`src/hw/rtl/ris_pkg.sv`:
```
`timescale 1ns / 1ps
// ----------------------------------------------------------------------------
// ris_pkg: shared types and codes of the rename/issue stage
// Payload structs, status, class and opcode codes, register indexes.
// ----------------------------------------------------------------------------
package ris_pkg;

  localparam int TAG_W  = 5;
  localparam int REG_W  = 6;
  localparam int CFG_W  = 4;
  localparam int CIDX_W = 3;
  localparam int NUM_CLASSES = 3;

  typedef enum logic [1:0] {
    OP_ADD  = 2'd0,
    OP_SUB  = 2'd1,
    OP_MULT = 2'd2,
    OP_DIV  = 2'd3
  } opcode_t;

  typedef enum logic [1:0] {
    CLASS_ADDSUB = 2'd0,
    CLASS_MULT   = 2'd1,
    CLASS_DIV    = 2'd2
  } class_t;

  typedef enum logic [1:0] {
    STATUS_ISSUED       = 2'd0,
    STATUS_BUFFER_FULL  = 2'd1,
    STATUS_STATION_FULL = 2'd2,
    STATUS_BAD_REG      = 2'd3
  } status_t;

  typedef enum logic {
    ST_IDLE   = 1'b0,
    ST_LOOKUP = 1'b1
  } stage_t;

  localparam logic [CIDX_W-1:0] CFG_ADDSUB_SLOTS = 3'd0;
  localparam logic [CIDX_W-1:0] CFG_MULT_SLOTS   = 3'd1;
  localparam logic [CIDX_W-1:0] CFG_DIV_SLOTS    = 3'd2;
  localparam logic [CIDX_W-1:0] CFG_ADDSUB_UNITS = 3'd3;
  localparam logic [CIDX_W-1:0] CFG_MULT_UNITS   = 3'd4;
  localparam logic [CIDX_W-1:0] CFG_DIV_UNITS    = 3'd5;

  typedef struct packed {
    logic [1:0]       opcode;
    logic [REG_W-1:0] dest_reg;
    logic [REG_W-1:0] src_a_reg;
    logic [REG_W-1:0] src_b_reg;
  } issue_item_t;

  typedef struct packed {
    logic [1:0]       status;
    logic [TAG_W-1:0] rob_tag;
    logic [1:0]       station_class;
    logic [2:0]       station_slot;
    logic [2:0]       exec_unit;
    logic             src_a_waiting;
    logic [TAG_W-1:0] src_a_tag;
    logic             src_b_waiting;
    logic [TAG_W-1:0] src_b_tag;
  } result_item_t;

  function automatic logic [1:0] class_of(input logic [1:0] op);
    logic [1:0] c;
    case (op)
      OP_ADD, OP_SUB: c = CLASS_ADDSUB;
      OP_MULT:        c = CLASS_MULT;
      default:        c = CLASS_DIV;
    endcase
    return c;
  endfunction

endpackage

```
`src/hw/rtl/ris_ram.sv`:
```
`timescale 1ns / 1ps
// ----------------------------------------------------------------------------
// ris_ram: generic single-write, single-read synchronous RAM
// One write port and one read port; read data is registered.
// ----------------------------------------------------------------------------
module ris_ram #(
  parameter int WIDTH = 5,
  parameter int DEPTH = 32
) (
  input  logic                     clk,
  input  logic                     we,
  input  logic [$clog2(DEPTH)-1:0] waddr,
  input  logic [WIDTH-1:0]         wdata,
  input  logic [$clog2(DEPTH)-1:0] raddr,
  output logic [WIDTH-1:0]         rdata
);

  logic [WIDTH-1:0] mem [DEPTH];

  always_ff @(posedge clk) begin
    if (we) begin
      mem[waddr] <= wdata;
    end
    rdata <= mem[raddr];
  end

endmodule

```
`src/hw/rtl/rename_issue_stage.sv`:
```
`timescale 1ns / 1ps
// ----------------------------------------------------------------------------
// rename_issue_stage: register rename and issue stage of a reorder-buffer core
// Hands out buffer tags, station slots and round-robin execution units, and
// looks both sources up in the alias table before renaming the destination.
// ----------------------------------------------------------------------------
//
//  Channel  | Handshake                  | Payload
//  ---------+----------------------------+-----------------------------------
//  issue    | issue_valid / issue_ready  | issue_item  (opcode, dest, srcs)
//  result   | result_valid / result_ready| result_item (status, tag, ...)
//  config   | cfg_write                  | cfg_index, cfg_data
//
//  In each transaction the accepting edge reads both copies of the alias
//  table (one RAM per source, registered read data), and the lookup step
//  resolves the checks, updates the counters and renames the destination.
//  A finished result may wait while the next transaction is taken; the lookup
//  step stalls only while that result is still waiting. Reset clears the alias
//  table at once through per-entry valid bits, so there is no clearing pass.
//
module rename_issue_stage #(
  parameter int ROB_DEPTH = 16,
  parameter int ARCH_REGS = 32,
  parameter int MAX_SLOTS = 8,
  parameter int MAX_UNITS = 4
) (
  input  logic                        clk,
  input  logic                        rst,
  input  logic                        issue_valid,
  output logic                        issue_ready,
  input  ris_pkg::issue_item_t        issue_item,
  output logic                        result_valid,
  input  logic                        result_ready,
  output ris_pkg::result_item_t       result_item,
  input  logic                        cfg_write,
  input  logic [ris_pkg::CIDX_W-1:0]  cfg_index,
  input  logic [ris_pkg::CFG_W-1:0]   cfg_data
);

  import ris_pkg::*;

  localparam int AW     = $clog2(ARCH_REGS);
  localparam int SLOT_W = $clog2(MAX_SLOTS + 1);
  localparam int UNIT_W = $clog2(MAX_UNITS + 1);

  // Control state.
  stage_t state, state_next;
  logic   finish;

  // Configuration registers, one per class.
  logic [CFG_W-1:0] slots_cfg [NUM_CLASSES];
  logic [2:0]       units_cfg [NUM_CLASSES];

  // Allocation state.
  logic [TAG_W-1:0]  rob_used;
  logic [SLOT_W-1:0] station_used [NUM_CLASSES];
  logic [UNIT_W-1:0] last_unit [NUM_CLASSES];
  logic [ARCH_REGS-1:0] alias_valid;

  // The instruction being resolved.
  issue_item_t item;

  // Alias table read ports.
  logic [AW-1:0]    raddr_a, raddr_b;
  logic [TAG_W-1:0] rdata_a, rdata_b;
  logic             alias_we;

  // Resolve step.
  logic [1:0]       cls;
  logic [1:0]       status;
  logic [CFG_W-1:0] slot_lim;
  logic [2:0]       unit_lim;
  logic [2:0]       unit;
  logic [TAG_W-1:0] tag, tag_a, tag_b;
  logic             in_range;
  result_item_t     result_next;

  assign issue_ready = (state == ST_IDLE);

  // While an instruction waits in the lookup step the read addresses come
  // from the held copy, so the read data stays valid across a stall.
  always_comb begin
    if (state == ST_IDLE) begin
      raddr_a = issue_item.src_a_reg[AW-1:0];
      raddr_b = issue_item.src_b_reg[AW-1:0];
    end else begin
      raddr_a = item.src_a_reg[AW-1:0];
      raddr_b = item.src_b_reg[AW-1:0];
    end
  end

  ris_ram #(.WIDTH(TAG_W), .DEPTH(ARCH_REGS)) u_alias_a (
    .clk   (clk),
    .we    (alias_we),
    .waddr (item.dest_reg[AW-1:0]),
    .wdata (tag),
    .raddr (raddr_a),
    .rdata (rdata_a)
  );

  ris_ram #(.WIDTH(TAG_W), .DEPTH(ARCH_REGS)) u_alias_b (
    .clk   (clk),
    .we    (alias_we),
    .waddr (item.dest_reg[AW-1:0]),
    .wdata (tag),
    .raddr (raddr_b),
    .rdata (rdata_b)
  );

  // Next state: an instruction is taken in idle and resolved in the lookup
  // step once the output register is free or is being emptied.
  always_comb begin
    state_next = state;
    finish     = 1'b0;
    case (state)
      ST_IDLE: begin
        if (issue_valid) begin
          state_next = ST_LOOKUP;
        end
      end
      ST_LOOKUP: begin
        if (!result_valid || result_ready) begin
          finish     = 1'b1;
          state_next = ST_IDLE;
        end
      end
      default: begin
        state_next = ST_IDLE;
      end
    endcase
  end

  // Checks in priority order: buffer, station, register range. A slot limit
  // of zero leaves the class always full; the unit count is clamped to at
  // least one.
  always_comb begin
    cls = class_of(item.opcode);

    slot_lim = (slots_cfg[cls] > CFG_W'(MAX_SLOTS)) ? CFG_W'(MAX_SLOTS) : slots_cfg[cls];
    if (units_cfg[cls] == 3'd0) begin
      unit_lim = 3'd1;
    end else if (units_cfg[cls] > 3'(MAX_UNITS)) begin
      unit_lim = 3'(MAX_UNITS);
    end else begin
      unit_lim = units_cfg[cls];
    end

    in_range = (7'(item.dest_reg) < 7'(ARCH_REGS)) &&
               (7'(item.src_a_reg) < 7'(ARCH_REGS)) &&
               (7'(item.src_b_reg) < 7'(ARCH_REGS));

    if (rob_used >= TAG_W'(ROB_DEPTH)) begin
      status = STATUS_BUFFER_FULL;
    end else if (CFG_W'(station_used[cls]) >= slot_lim) begin
      status = STATUS_STATION_FULL;
    end else if (!in_range) begin
      status = STATUS_BAD_REG;
    end else begin
      status = STATUS_ISSUED;
    end

    tag = rob_used + TAG_W'(1);

    // Round robin wraps to the first unit when the last one given is at or
    // above the current count, which covers a count lowered after issues.
    if (last_unit[cls] == '0 || 3'(last_unit[cls]) >= unit_lim) begin
      unit = 3'd1;
    end else begin
      unit = 3'(last_unit[cls]) + 3'd1;
    end

    // Only meaningful for issued instructions, where both sources are in range.
    tag_a = alias_valid[item.src_a_reg[AW-1:0]] ? rdata_a : '0;
    tag_b = alias_valid[item.src_b_reg[AW-1:0]] ? rdata_b : '0;

    result_next = '0;
    result_next.status        = status;
    result_next.station_class = cls;
    if (status == STATUS_ISSUED) begin
      result_next.rob_tag       = tag;
      result_next.station_slot  = 3'(station_used[cls]);
      result_next.exec_unit     = unit;
      result_next.src_a_waiting = (tag_a != '0);
      result_next.src_a_tag     = tag_a;
      result_next.src_b_waiting = (tag_b != '0);
      result_next.src_b_tag     = tag_b;
    end

    alias_we = finish && (status == STATUS_ISSUED);
  end

  always_ff @(posedge clk) begin
    if (rst) begin
      state        <= ST_IDLE;
      result_valid <= 1'b0;
      rob_used     <= '0;
      alias_valid  <= '0;
      slots_cfg[CLASS_ADDSUB] <= CFG_W'(3);
      slots_cfg[CLASS_MULT]   <= CFG_W'(2);
      slots_cfg[CLASS_DIV]    <= CFG_W'(2);
      units_cfg[CLASS_ADDSUB] <= 3'd2;
      units_cfg[CLASS_MULT]   <= 3'd1;
      units_cfg[CLASS_DIV]    <= 3'd1;
      for (int i = 0; i < NUM_CLASSES; i++) begin
        station_used[i] <= '0;
        last_unit[i]    <= '0;
      end
    end else begin
      state <= state_next;

      if (cfg_write) begin
        case (cfg_index)
          CFG_ADDSUB_SLOTS: slots_cfg[CLASS_ADDSUB] <= cfg_data;
          CFG_MULT_SLOTS:   slots_cfg[CLASS_MULT]   <= cfg_data;
          CFG_DIV_SLOTS:    slots_cfg[CLASS_DIV]    <= cfg_data;
          CFG_ADDSUB_UNITS: units_cfg[CLASS_ADDSUB] <= cfg_data[2:0];
          CFG_MULT_UNITS:   units_cfg[CLASS_MULT]   <= cfg_data[2:0];
          CFG_DIV_UNITS:    units_cfg[CLASS_DIV]    <= cfg_data[2:0];
          default: ;
        endcase
      end

      if (finish) begin
        result_valid <= 1'b1;
      end else if (result_ready) begin
        result_valid <= 1'b0;
      end

      if (alias_we) begin
        rob_used                          <= tag;
        station_used[cls]                 <= station_used[cls] + SLOT_W'(1);
        last_unit[cls]                    <= UNIT_W'(unit);
        alias_valid[item.dest_reg[AW-1:0]] <= 1'b1;
      end
    end
  end

  // Payload registers.
  always_ff @(posedge clk) begin
    if (issue_valid && issue_ready) begin
      item <= issue_item;
    end
    if (finish) begin
      result_item <= result_next;
    end
  end

endmodule

```
`config.mk`:
```
export PLATFORM = sky130hd
export DESIGN_NAME = rename_issue_stage
export DESIGN_NICKNAME = d
export VERILOG_FILES = /design/src/hw/rtl/ris_pkg.sv /design/src/hw/rtl/ris_ram.sv /design/src/hw/rtl/rename_issue_stage.sv
export SDC_FILE = /design/constraint.sdc
export NUM_CORES = 1
export LEC_CHECK = 0
export ABC_AREA = 1
export BUFFER_PORTS_ARGS = -buffer_cell sky130_fd_sc_hd__buf_2
export CAP_MARGIN = 20
export CORE_AREA = 2 2 205 207
export DETAILED_ROUTE_END_ITERATION = 16
export DIE_AREA = 0 0 207 209
export GPL_TIMING_DRIVEN = 0
export PLACE_DENSITY = 0.54
export SETUP_SLACK_MARGIN = 0.2
export SYNTH_ARGS = -nofsm -noshare
export SYNTH_HDL_FRONTEND = slang
export SYNTH_SLANG_ARGS = --single-unit
```
`constraint.sdc`:
```
create_clock -name clk -period 6.51 [get_ports clk]
set_input_delay 0 -clock clk [delete_from_list [all_inputs] [get_ports clk]]
set_output_delay 0 -clock clk [all_outputs]
set_load 0.02 [all_outputs]
```
## Word-level counts from Yosys, hierarchy flattened

Memory sizes are Yosys's and may differ from the RTL's. A register that Yosys moved wholly into a read port is not among the register bits.
Index checks and enable logic that the tools add are counted.

| word-level totals | value |
|---|---|
| input bits | 32 |
| memories kept | 6 |
| flip-flop bits (word level) | 86 |
| output and inout port bits | 29 |
| memory bits (writable) | 362 |

Memories:

| name | words | bits a word | read ports | clocked after Yosys merged registers in | wr ports | RTL line | source |
|---|---|---|---|---|---|---|---|
| u_alias_a.mem | 32 | 5 | 1 | 1 | 1 | ris_ram.sv:18 | `logic [WIDTH-1:0] mem [DEPTH];` |
| u_alias_b.mem | 32 | 5 | 1 | 1 | 1 | ris_ram.sv:18 |  |
| slots_cfg | 3 | 4 | 1 | 0 | 3 | rename_issue_stage.sv:51 | `logic [CFG_W-1:0] slots_cfg [NUM_CLASSES];` |
| station_used | 3 | 4 | 1 | 0 | 3 | rename_issue_stage.sv:56 | `logic [SLOT_W-1:0] station_used [NUM_CLASSES];` |
| last_unit | 3 | 3 | 1 | 0 | 3 | rename_issue_stage.sv:57 | `logic [UNIT_W-1:0] last_unit [NUM_CLASSES];` |
| units_cfg | 3 | 3 | 1 | 0 | 3 | rename_issue_stage.sv:52 | `logic [2:0] units_cfg [NUM_CLASSES];` |

| cells by class | value |
|---|---|
| reductions and logical operators | 19 |
| muxes and demuxes | 67 |
| bitwise logic cells | 8 |
| add/subtract/negate cells | 3 |
| order comparisons | 12 |
| eq/ne operators | 7 |

Operators with widths:

| kind | number |
|---|---|
| $mux W1 | 41 |
| $or A32 B32 Y32 | 1 |
| $mux W3 | 7 |
| $mux W4 | 5 |
| $mux W5 | 4 |
| $lt A5 B6 Y1 const B | 3 |
| $lt A6 B6 Y1 const B | 3 |
| $bmux W1 S5 | 2 |
| $mux W2 | 5 |
| $reduce_bool A5 Y1 | 2 |
| $logic_not A3 Y1 | 3 |
| $eq A3 B2 Y1 const B | 2 |
| $eq A3 B3 Y1 const B | 2 |
| $or A1 B1 Y1 | 6 |
| $add A5 B1 Y5 const B | 1 |
| $demux W1 S5 | 1 |
| $ge A5 B1 Y1 const B | 1 |
| $ge A5 B5 Y1 const B | 1 |
| $logic_and A1 B1 Y1 | 5 |
| $add A4 B1 Y4 const B | 1 |
| $ge A4 B4 Y1 | 1 |
| $gt A4 B4 Y1 const B | 1 |
| $logic_not A2 Y1 | 2 |
| $pmux W2 S2 | 1 |
| 14 further kinds | 15 |

## Longest topological paths before layout

Gate-level depths: netlist of run 1.
An unclocked memory read counts as a cell.

| logic depth | value |
|---|---|
| depth after elaboration | 16 |
| depth in mapped cells | 20 |

## By module

Synthesis of run 1 repeated with hierarchy kept, for this count alone.

| second synthesis, totals | value |
|---|---|
| cells, all modules | 1853 |
| area, all modules | 19585.0 µm² |

Modules (own cells, without submodules):

| module | times used | area an instance (µm²) | cells an instance |
|---|---|---|---|
| ris_ram | 2 | 6796.5 | 595 |
| rename_issue_stage | 1 | 5992.0 | 663 |

## Worst setup path before layout of run 1

No wires, ideal clock.

| path | value |
|---|---|
| path kind | flip-flop to flip-flop |
| from | register item[19] (netlist bit) |
| to | memory u_alias_b.mem[0][0], enable pin |
| stages on the path, launching flop included | 21 |
| path slack | 3.275 ns |
| arrival | 2.895 ns |
| setup time | 0.339 ns |
| path through | edfxtp_1 > inv_1 > nor2_1 > clkbuf_1 > nand2_1 > inv_1 > a221oi_1 > inv_1 > nor3_1 > o21ai_0 > ha_1 > inv_1 > o21bai_1 > nand3_1 > nand4_1 > nor2_1 > nand2_1 > inv_2 > clkbuf_1 > nand3_1 > nor2_1 |

| between the ends | value |
|---|---|
| cells in the longest elaborated chain, start to end | 13 |
| elaborated cells on any way between the ends | 16 |
| classes of those cells | 2 x order compare; 2 x eq/ne; 6 x mux; 4 x reduce/logical; 2 x memory |

Ends and longest elaborated chain:

| what | RTL line | source |
|---|---|---|
| start: declaration | rename_issue_stage.sv:61 | `issue_item_t item;` |
| start signal: assignment | rename_issue_stage.sv:241 | `item <= issue_item;` |
| $eq A2 B1 Y1 or $logic_not A2 Y1 (tied branches) | ris_pkg.sv:67 | `case (op)` |
| $reduce_or A2 Y1 | ris_pkg.sv:67 |  |
| $pmux W2 S2 (*) | ris_pkg.sv:67 |  |
| net cls[0] | rename_issue_stage.sv:69 | `logic [1:0] cls;` |
| $mem_v2 Z3 W4 | -- |  |
| $gt A4 B4 Y1 | rename_issue_stage.sv:139 | `slot_lim = (slots_cfg[cls] > CFG_W'(MAX_SLOTS)) ? CFG_W'(MAX_SLOTS) : slots_cfg[cls];` |
| $mux W4 | rename_issue_stage.sv:139 |  |
| $ge A4 B4 Y1 (*) | rename_issue_stage.sv:154 | `end else if (CFG_W'(station_used[cls]) >= slot_lim) begin` |
| $mux W2 (*) | rename_issue_stage.sv:154 |  |
| $mux W2 (*) | rename_issue_stage.sv:152 | `if (rob_used >= TAG_W'(ROB_DEPTH)) begin` |
| $logic_not A2 Y1 (*) | rename_issue_stage.sv:189 | `alias_we = finish && (status == STATUS_ISSUED);` |
| $logic_and A1 B1 Y1 (*) | rename_issue_stage.sv:189 |  |
| $mux W1 (*) | ris_ram.sv:21 | `if (we) begin` |
| $mux W1 (not written as such) (*) | ris_ram.sv:22 | `mem[waddr] <= wdata;` |
| end: declaration | ris_ram.sv:18 |  |

Mark *: on every way through the listed nets, which the timed path passes. The rest lies on a longest branch.

## Final worst setup path of run 1

| path | value |
|---|---|
| from | register item[19] (netlist bit) |
| to | memory u_alias_b.mem[3][3], enable pin |

Same word-level chain as after synthesis.

==> key figures, run 1 <==
Critical path
  – Cell-by-cell trace of the critical path: nand2_1 > inv_1 > clkbuf_1 > a221oi_1 > inv_1 > nor3_1 > o21ai_0 > ha_1 > inv_1 > o21bai_1 > nand3_1 > nand4_1 > nor2_1 > nand2_1 > inv_2 > clkbuf_1 > nand3_1 > nor2_1
  – Slowest CP cell: nor2_1
  – Largest fanout of any net on the critical path: 10
  – Worst reg2reg endpoint: u_alias_b.mem[3][3]
  – Startpoint of the most critical setup path: item[19]
  – Sort of element at the end of the critical path: flip-flop
  – Highest cell delay on the worst timing path: between 0.6 and 0.7 ns
  – Origin of the critical flop-to-flop path: item[19]
  – R2r setup slk: 1.86 ns
  – Cell count of the worst reg-to-reg path: 18
  – Path type of the worst setup path: flip-flop to flip-flop
  – Most frequent cell on the critical path: inv_1
  – CP Data Required Time: 6.69 ns
  – Arrival time of the worst setup path: 4.83 ns
  – Kind of launch point of the worst setup path: flip-flop

Synth
  – Post-synth top area share: a little over half
  – Synth top area cells: edfxtp_1 53%, nand3_1 7.5%, dfxtp_1 6.9%
  – Share of async-settable or async-resettable flops after synthesis: 0%
  – Syn_nets: 1,552
  – Count of different cell masters after synthesis: 36
  – Part of the Yosys area used for sequential elements: 59.4%
  – Netlist area before placement: 0.0142 mm2
  – Main flop type after synthesis: edfxtp_1
  – Most used standard cell by instance count after synthesis: edfxtp_1
  – Mean cell area of the mapped netlist: roughly 9.4 um2
  – Total number of yosys warnings: 0
  – Yosys top cell by area: edfxtp_1
  – Number of enable flip-flop cells after synthesis: between 200 and 250
  – Post-synth top cells: 249 x edfxtp_1, 247 x nand2_1, 213 x nand3_1
  – Flop and latch count out of synthesis: 298
  – Gate count of the mapped netlist: around 1,500

Min path
  – WHS Endpoint: item[14]
  – Worst hold path cell count: 2
  – Worst hold start: issue_item[14]
  – Kind of path behind the tightest hold check: input port to flip-flop

STA
  – Post-route minimum period: around 4.6 ns
  – Period utilization: between 70% and 80%
  – Highest clock rate: 215 MHz
  – Setup repair after global routing missed its margin: no
  – Clock tree skew after final layout: between 0.015 and 0.02 ns
  – Worst Tran Pin Value: 1.13 ns
  – Relative max-transition margin: 23.8%
  – Final setup violating endpoints: 0
  – Setup TNS: 0 ns
  – Worst hold slack: 0.146 ns
  – Final hold violation count: 0
  – Worst Setup Slack, final: 1.86 ns
  – Final slew viol count: 0

Layout
  – # fillers: 4,051
  – Combined flip-flop and latch cell area: 0.00846 mm2
  – Post-layout util: between 40% and 50%
  – Final nets: 1,697
  – Layout overhead on the synthesized area: 19.6%
  – Share of cells above drive strength 1: a little over a tenth
  – Number of inserted diodes: 0
  – Footprint of the multi-input gates: 0.00465 mm2

Drt
  – Detailed-router iteration count before antenna repair: 6
  – Vias per Instance: 5.41
  – Via count: around 12,000
  – Initial detailed-routing violation count: between 1,000 and 1,500
  – Antenna Violating Nets Remaining: 0
  – Total length of routed wires: 49,600 um
  – Detailed-route DRC error count: 0
  – Average routed wire per standard cell: 22.3 um

Floorplanning
  – Number of placed I/O pins: 61
  – Core Rows: between 70 and 80
  – Starting utilization of the core area: 34.5%
  – Width of the chip: between 200 and 250 um
  – Die Span Y: between 200 and 250 um
  – Core outline area: 0.0413 mm2
  – Area enclosed by the die boundary: 0.0433 mm2

GRT
  – Global router's overall resource usage: 22.8%
  – Vias in the first global route: 11,641
  – Wire length of the first global-routing pass: 73,400 um
  – Pin count of the biggest net entering global routing: 26
  – GRT overflow: 0
  – Antenna violations before repair: 0

Clock tree
  – # resized after CTS: 0
  – CTS Root Cell: clkbuf_16
  – CTS hold repair buffers: 38
  – Clk Latency, worst-skew pair: 0.56 ns
  – CTS buffer count: 36
  – Clock Sink Count: 298
  – H-tree Lvls: 2
  – Clock-pin transition on the worst setup and hold timing paths: 0.06 ns
  – CTS tree: built
  – Post-CTS setup buffer count: 0
  – Max Buffers Root-to-Sink: 3

Pwr
  – Total power divided by cell area: approximately 280 mW/mm2
  – Total power consumption of the routed design: ~0.0048 W
  – Leakage power total: 6.56 nW
  – Peak VDD IR: 0.147 mV

Place
  – Worst setup slack before clock tree synthesis: ~1.8 ns
  – Global placement routability congestion: 0.943
  – HPWL after detailed placement: 35,300 um
  – Count of input and output buffers: 60

Status
  – Outcome: completed

Flow run
  – Max-cap violations: 0
-- state kept, by name (all words and copies together) (netlist names) --
register / flops
result_item: 27
slots_cfg: 12
state: 1
alias_valid: 32
result_valid: 1
station_used: 12
rob_used: 5
u_alias_b.rdata: 5
units_cfg: 9
u_alias_a.rdata: 5
last_unit: 9
u_alias_a.mem: 60
item: 20
u_alias_b.mem: 100
-- worst max path at each step --
stage	end	cells past startpoint
after detailed placement	u_alias_b.mem[3][3]	20
after global routing	u_alias_b.mem[3][3]	18
after floorplan	u_alias_b.mem[0][0]	20
after global placement	u_alias_b.mem[3][3]	18
after CTS	u_alias_b.mem[3][3]	20
final	u_alias_b.mem[3][3]	18
-- critical path, delay by kind of cell (launching register included) --
| family | cells | cell delay, ns |
|---|---|---|
| and+or+nand+nor | 8 | 1.78 |
| buffers and inverters | 6 | 1.16 |
| DFF | 1 | 0.51 |
| AOI/OAI and AO/OA | 3 | 0.48 |
| adders and majority gates | 1 | 0.31 |
-- cell usage in the layout (no fill, tap or decap), types with 55 or more instances in the layout --
cell type and n:
a21oi_1 123, buf_2 90, clkbuf_1 55, edfxtp_1 249, inv_1 196, nand2_1 247, nand3_1 213, nor2_1 72
o211ai_1 81, o21ai_0 105
-- per-layer routing --
metal | GRT usage (%) | routed length (um) | vias to the layer above | part of all wire [%]
met5 | 0 | 0 | - | 0
met4 | 10.9 | 2170 | 0 | 4.4
met3 | 4.28 | 4280 | 129 | 8.6
met2 | 36.7 | 22800 | 617 | 46
met1 | 29.8 | 20300 | 5724 | 41
li1 | - | - | 5530 | -
-- report_power, final --
group / internal [W] / total, W / switching, W
Sequential: 0.00211 / 0.00213 / 0.0000220
Combinational: 0.000193 / 0.000672 / 0.000479
Clock: 0.00119 / 0.00203 / 0.000838
-- cell families (layout without fill, tap and decap cells) --
group,Yosys count,after routing,synth area share (%)
AND/OR/NAND/NOR,573,573,17.6
buffers and inverters,293,466,8.23
XOR/XNOR,6,6,0.369
adder cells (fa/ha/maj),12,12,1.06
AO/OA/AOI/OAI,326,326,13.3
flip-flops,298,298,59.4
-- metrics by stage --
step	std cells	area, um2
after global placement	2107	15200
after global routing	2220	17000
after CTS	2220	17000
final	2220	17000
after detailed placement	2116	15500
after floorplan	1508	14200
-- area by class of cell --
class	count	area share [%]
repair buffers	107	5.19
plain buffers	87	2.34
inverters	206	4.54
flip-flops and latches	298	49.7
clock buffers	45	5.67
clock inverters	21	1.32
multi-input cells	917	27.3
well taps	539	3.96
Power figures use the tool's default switching activity.
==> inputs of run 2 (changes only) <==
clock period = 4.7 ns   (was 6.51 ns; I/O delays follow)
==> key figures, run 2 (synthesis gave the netlist of run 1 again) <==
Floorplanning
  – Starting utilization of the core area: between 30% and 40%
  – Core Rows: 75
  – Width of the chip: 207 um
  – Area enclosed by the die boundary: 0.0433 mm2
  – Number of placed I/O pins: roughly 60
  – Die Span Y: 209 um
  – Core outline area: 0.0413 mm2

STA
  – Post-route minimum period: 4.17 ns
  – Final slew viol count: 0
  – Final setup violating endpoints: 0
  – Period utilization: 88.7%
  – Final hold violation count: 0
  – Setup repair after global routing missed its margin: yes
  – Highest clock rate: 240 MHz
  – Setup TNS: 0 ns
  – Clock tree skew after final layout: roughly 0.021 ns
  – Relative max-transition margin: 22.4%
  – Worst Tran Pin Value: 1.15 ns

Critical path
  – Kind of launch point of the worst setup path: flip-flop
  – Arrival time of the worst setup path: 4.41 ns
  – Startpoint of the most critical setup path: item[19]
  – CP Data Required Time: 4.94 ns
  – Origin of the critical flop-to-flop path: item[19]
  – Sort of element at the end of the critical path: flip-flop
  – Largest fanout of any net on the critical path: 10
  – Path type of the worst setup path: flip-flop to flip-flop

Layout
  – Layout overhead on the synthesized area: 20.2%
  – Registers with the highest flip-flop counts: u_alias_b.mem (100), u_alias_a.mem (60), alias_valid (32)
  – Flip-flop count of the largest register, all copies and words added: 100
  – Register with the most flip-flops: u_alias_b.mem
  – Most common cell after layout, fill and taps aside: edfxtp_1
  – Filler-free cell count of the finished design: 2,222
  – # fillers: 4,042
  – Most frequent cells in the layout: 249 x edfxtp_1, 241 x nand2_1, 213 x nand3_1, 194 x inv_1, 123 x a21oi_1
  – Final nets: roughly 1,700
  – Share of cells above drive strength 1: around an eighth
  – Number of inserted diodes: 0

Drt
  – Initial detailed-routing violation count: 1,421
  – Detailed-route DRC error count: 0
  – Average routed wire per standard cell: ~22 um
  – Total length of routed wires: 49,600 um
  – Vias per Instance: 5.41
  – Detailed-router iteration count before antenna repair: 7
  – Via count: about 12,000
  – Antenna Violating Nets Remaining: 0

GRT
  – Global routing usage on met1: 29.8%
  – Gr busiest metal: met2
  – Vias in the first global route: 11,646
  – Global Route met2 Usage: 36.7%
  – Wire length of the first global-routing pass: approximately 73,000 um
  – Pin count of the biggest net entering global routing: 26
  – Antenna violations before repair: 0
  – GRT overflow: 0
  – Met3 Use GR: 4.27%
  – Global router's overall resource usage: 22.8%

Clock tree
  – Clock Sink Count: 298
  – Clock-pin transition on the worst setup and hold timing paths: 0.06 ns
  – H-tree Lvls: 2
  – CTS tree: built
  – Clk Latency, worst-skew pair: around 0.56 ns
  – Max Buffers Root-to-Sink: 3
  – CTS buffer count: 36
  – CTS Root Cell: clkbuf_16

Place
  – Placed Instances: 2,116
  – HPWL after detailed placement: 35,300 um
  – Count of input and output buffers: 60
  – Global placement routability congestion: 0.943

Pwr
  – Leakage power total: roughly 6.6 nW
  – Total power divided by cell area: about 400 mW/mm2
  – Peak VDD IR: 0.204 mV

Min path
  – Kind of path behind the tightest hold check: input port to flip-flop
  – Worst hold start: issue_item[14]

Flow run
  – Max-cap violations: 0

Status
  – Outcome: completed
-- run 2: final cells by class --
type | instances | area [um2] | area share [%]
flip-flops and latches | 298 | 8460 | 49.4
multi-input cells | 917 | 4700 | 27.5
clock buffers | 45 | 966 | 5.65
repair buffers | 109 | 911 | 5.32
inverters | 206 | 773 | 4.52
well taps | 539 | 674 | 3.94
plain buffers | 87 | 403 | 2.35
clock inverters | 21 | 224 | 1.31
-- run 2: layer usage --
layer / vias up / wire [um]
li1: 5532 / -
met1: 5789 / 20500
met2: 571 / 22900
met3: 122 / 3930
met4: 0 / 2260
met5: - / 0
-- run 2: worst max-delay path: stages, from the launching register on --
cell and delay, ns:
edfxtp_1 0.52, nand2_2 0.20, inv_1 0.09, clkbuf_1 0.26, a221oi_1 0.32, inv_1 0.10
nor3_1 0.13, o21ai_0 0.11, ha_1 0.31, inv_1 0.06, o21bai_1 0.06, nand3_1 0.10
nand4_1 0.11, nor2_1 0.22, nand2_1 0.13, inv_2 0.20, clkbuf_2 0.30, nand4_1 0.30
inv_1 0.31
-- run 2: report_power, final --
part	total, W	internal (W)	switching (W)
combinational	0.000930	0.000268	0.000662
sequential	0.00295	0.00292	0.0000305
clock	0.00281	0.00165	0.00116
-- run 2: final timing paths --
path | slack [ns] | depth (start not counted) | to
worst max-delay path | 0.53 | 18 | u_alias_a.mem[15][4]
worst min-delay path | 0.15 | 2 | item[14]
worst min register to register | 0.47 | 2 | alias_valid[21]
worst max register to register | 0.53 | 18 | u_alias_a.mem[15][4]
-- run 2: timing repair --
action	in CTS	in global routing
hold buffers	38	0
setup buffers	0	2
gates cloned	0	0
resized for setup	6	18
endpoints found under the setup margin	30	138
hold endpoints to repair	66	0
pin swaps	0	2
-- run 2: stage by stage --
step	cell area (um2)	utilization [%]	setup slack, ns	hold WS, ns	total power (W)
finish	17100	41.4	0.530	0.146	0.00669
global route	17100	41.4	0.156	0.139	0.00691
CTS	17000	41.3	0.208	0.117	0.00672
detailed placement	15500	37.4	0.0219	0.179	0.00388
global placement	15200	36.8	0.0857	0.178	0.00386
floorplan	14200	-	1.47	0.0989	0.00352
